**src/rtl/udt_pkg.sv**
```systemverilog
// Shared types and codes for the unique key directory table.
package udt_pkg;

	localparam int KIND_W   = 2;
	localparam int KEY_W    = 64;
	localparam int STATUS_W = 3;
	localparam int POS_W    = 5;

	typedef enum logic [KIND_W-1:0] {
		K_CREATE,
		K_DELETE,
		K_SEARCH,
		K_LIST
	} kind_t;

	typedef enum logic [STATUS_W-1:0] {
		ST_DONE,
		ST_FULL,
		ST_EXISTS,
		ST_NOTFOUND,
		ST_EMPTY
	} status_t;

	typedef struct packed {
		logic take_new;
		logic take_upper;
		logic take_head;
	} cell_ctl_t;

endpackage

```
**src/rtl/udt_cell.sv**
```systemverilog
// One directory cell: a stored key, its compare and its neighbour load.
module udt_cell #(
	parameter int KEY_BITS = 64
) (
	input  logic                clk,
	input  udt_pkg::cell_ctl_t  ctl,
	input  logic                occupied,
	input  logic [KEY_BITS-1:0] cmp_key,
	input  logic [KEY_BITS-1:0] new_key,
	input  logic [KEY_BITS-1:0] upper_key,
	input  logic [KEY_BITS-1:0] head_key,
	output logic [KEY_BITS-1:0] stored_key,
	output logic                hit
);
	import udt_pkg::*;

	logic [KEY_BITS-1:0] key_q;

	always_ff @(posedge clk) begin
		if (ctl.take_new) begin
			key_q <= new_key;
		end else if (ctl.take_upper) begin
			key_q <= upper_key;
		end else if (ctl.take_head) begin
			key_q <= head_key;
		end
	end

	assign stored_key = key_q;
	assign hit        = occupied && (key_q == cmp_key);

endmodule

```
**config.mk**
```make
export PLATFORM = sky130hd
export DESIGN_NAME = udt_cell
export DESIGN_NICKNAME = d
export VERILOG_FILES = /design/src/rtl/udt_pkg.sv /design/src/rtl/udt_cell.sv
export SDC_FILE = /design/constraint.sdc
export NUM_CORES = 1
export LEC_CHECK = 0
export BUFFER_PORTS_ARGS = -buffer_cell sky130_fd_sc_hd__buf_2
export CORE_AREA = 3 3 124 126
export CTS_CLUSTER_SIZE = 24
export DETAILED_ROUTE_END_ITERATION = 8
export DIE_AREA = 0 0 127 129
export GPL_TIMING_DRIVEN = 0
export REMOVE_ABC_BUFFERS = 1
export SETUP_SLACK_MARGIN = 0.2
export SLEW_MARGIN = 20
export SYNTH_ARGS = -nofsm -noshare
export SYNTH_HDL_FRONTEND = slang
export SYNTH_SLANG_ARGS = --single-unit
```
**constraint.sdc**
```tcl
create_clock -name clk -period 6.03 [get_ports clk]
set_clock_uncertainty 0.1 [all_clocks]
set_input_delay 1.809 -clock clk [delete_from_list [all_inputs] [get_ports clk]]
set_output_delay 1.809 -clock clk [all_outputs]
set_load 0.02 [all_outputs]
```
==> impl_results.md <==
* Final cycle utilization of the critical path at 89.1%
* Fillers at 1478
* Root Driver: sky130_fd_sc_hd__clkbuf_16
* Placed cell count at 873
* CP Buf/Inv Count at 2
* Number of buffers on the longest clock path at 2
* Area of the core at about 14000 um^2
* Final global-route overflow total at 0
* Primary FF master, synth: sky130_fd_sc_hd__edfxtp_1
* Setup violation total in the final timing report at 0
* DRC violations left at 0
* Most area-consuming cells after synthesis: sky130_fd_sc_hd__edfxtp_1, sky130_fd_sc_hd__mux2i_1, sky130_fd_sc_hd__xnor2_1, sky130_fd_sc_hd__o21ai_0, sky130_fd_sc_hd__nand2_1
* Register clock-pin slew on the reported worst setup and hold paths at 50 ps
* Antenna diode count at 0
* Clock tree from TritonCTS: yes
* Data arrival time at the worst-slack endpoint at 3460 ps
* Class of the most critical hold timing path: in2reg
* I/O pin count at 326
* Cell-by-cell listing of the critical path: buf_2 > xnor2_1 > nand4_1 > nor4_1 > nand4_1 > nor4_2 > buf_2
* Count of clock tree sinks at 64
* Type of element capturing the critical path: output pin
* Largest vdd supply drop at between 90 and 100 uV
* Worst hold start: new_key[36]
* Final hold viol count at 0
* Count of pins over their slew limit at 0
* Outcome: completed
* Standard cell with the maximum stage delay on the critical path: sky130_fd_sc_hd__nor4_1
* Maximum clock rate at about 0.19 GHz
* Total clock buffers created by CTS at 9
* Highest fanout seen on the critical path at 1
* Minimum setup slack after placement at 456 ps
* Leading post-synthesis cells by instance count: sky130_fd_sc_hd__nand2_1, sky130_fd_sc_hd__o21ai_0, sky130_fd_sc_hd__edfxtp_1, sky130_fd_sc_hd__mux2i_1, sky130_fd_sc_hd__xnor2_1
* Wire length after detailed routing at between 10000 and 15000 um
* Origin of the worst setup path: cmp_key[56]
* Area of the mapped netlist at 3970 um^2
* First-iteration detailed-routing DRC count at 105
* Total routing resource utilization after global routing at between 10% and 20%
* Full die area at 16400 um^2
* Number of synthesized register bits at 64
* Setup repair after global routing missed its margin: no
* Post-detail-place hpwl at approximately 11000 um
* Most area-hungry cell type in the Yosys netlist: sky130_fd_sc_hd__edfxtp_1
* Kind of cell with the highest combined delay on the critical path: simple AND/OR/NAND/NOR gates
* Number of maximum-capacitance violations at 0
* Count of vias placed by the detailed router at 3968
* Die H at 129 um
* Biggest cell delay along the critical path at 590 ps
* Share of synthesized area occupied by flip-flops and latches at 48.4%
* Power per cell area at 230 nW/um^2
* Die boundary width at 127 um
* GPL Wtd Cong at 0.856
* Number of global-route vias before repair at 3876
* Number of flip-flops under the largest register name at 64
* Number of warning messages in the yosys log at 0
* Largest net degree at the start of global routing at 72
* Kind of start point of the critical path: input pin
* Required time worst endpoint at 4120 ps
* Area growth, synth to finish at 52.2%
* Critical Setup Path Class: in2out
* Relative slew slack at 58.8%
* Pre-antenna DRT Iters at 4
* Final layout net count at 961
* Number of distinct standard cells referenced by the synthesized netlist at 22
* # H-tree levels at 3
* Slew at the pin with the worst max-slew slack at about 610 ps
* Hold-fix buffers at CTS at 0
* Setup slack of the critical path after layout at 659 ps
* Via-to-Cell Ratio at 4.48
* Finished Layout Cells at slightly below 900
* Fraction of final layout cells with drive strength greater than 1 at 48.6%
* Syn Inst Count at 382
* Number of synthesized flops with an enable pin at 64
* Finished Core Util at 41.9%
* Initial core utilization at roughly 28%
* Leakage dissipation at 2.96 nW
* Global-route wire length before repair at about 19000 um
* Post-layout minimum cycle time at 5370 ps
* Port-buffer cells at 325
* Per-cell routed wire length at 15.2 um
* CTS resizes at 0
* Syn avg cell area at 10.4 um^2
* Post-detailed-route count of antenna-violating nets at 0
* Number of setup buffers added after CTS at 0
* Initial antenna violation count at 0
* Total number of placement rows at between 40 and 50
* Synth top area share at 48.4%
* Async set-or-reset flop fraction in the synthesized netlist at 0%
## power breakdown
part	internal, mW	switching, mW	total [mW]
combinational	0.169	0.192	0.361
clock	0.269	0.172	0.441
sequential	0.553	0.0363	0.589
total	0.991	0.401	1.39
## area by class of cell
cell class | instances | area (um^2) | share of cell area [%]
Sequential cell | 64 | 1920 | 31.8
Multi-Input combinational cell | 278 | 1890 | 31.2
Timing Repair Buffer | 328 | 1690 | 28.0
Clock buffer | 11 | 233 | 3.85
Tap cell | 184 | 230 | 3.81
Inverter | 19 | 71.3 | 1.18
Clock inverter | 2 | 10.0 | 0.166
## per-layer routing
layer | share of wire, % | global-route usage [%] | vias up
met5 | 0 | 0 | -
met4 | 1.5 | 6.12 | 0
met3 | 8.9 | 3.94 | 13
met2 | 52 | 28.5 | 202
met1 | 38 | 16.5 | 1733
li1 | - | - | 2020
## through the flow
stage	area [um^2]	setup TNS, ps	total power [mW]	hold slack, ps
after floorplan	3880	0	0.769	1900
after global placement	5730	-473	0.961	1990
after detailed placement	5800	0	0.964	1990
after CTS	6050	0	1.41	1640
after global routing	6050	0	1.46	1660
final	6050	0	1.39	1660
## logic make-up after synthesis
group | Yosys count | share of synthesized area (%)
buffers and inverters | 40 | 4.19
muxes | 64 | 16.1
AOI/OAI and AO/OA | 81 | 11.4
xor gates and xnor gates | 47 | 10.4
and+or+nand+nor | 86 | 9.51
DFF | 64 | 48.4
## worst paths after layout
check,to,slack (ps),depth (start not counted)
setup / recovery,hit,660,7
hold / removal,stored_key[36]$_DFFE_PP_,1660,3
## layout by cell type (no fill, tap or decap), drive strengths merged, types with 4 or more instances in the layout
master / synthesis / routed
a221oi: 5 / 5
buf: 7 / 328
clkbuf: 14 / 11
edfxtp: 64 / 64
inv: 19 / 19
mux2i: 64 / 64
nand2: 65 / 65
nand4: 12 / 12
nor4: 5 / 5
o21ai: 65 / 65
o22ai: 5 / 5
xnor2: 43 / 43
xor2: 4 / 4
(Power assumes the default switching activity.)
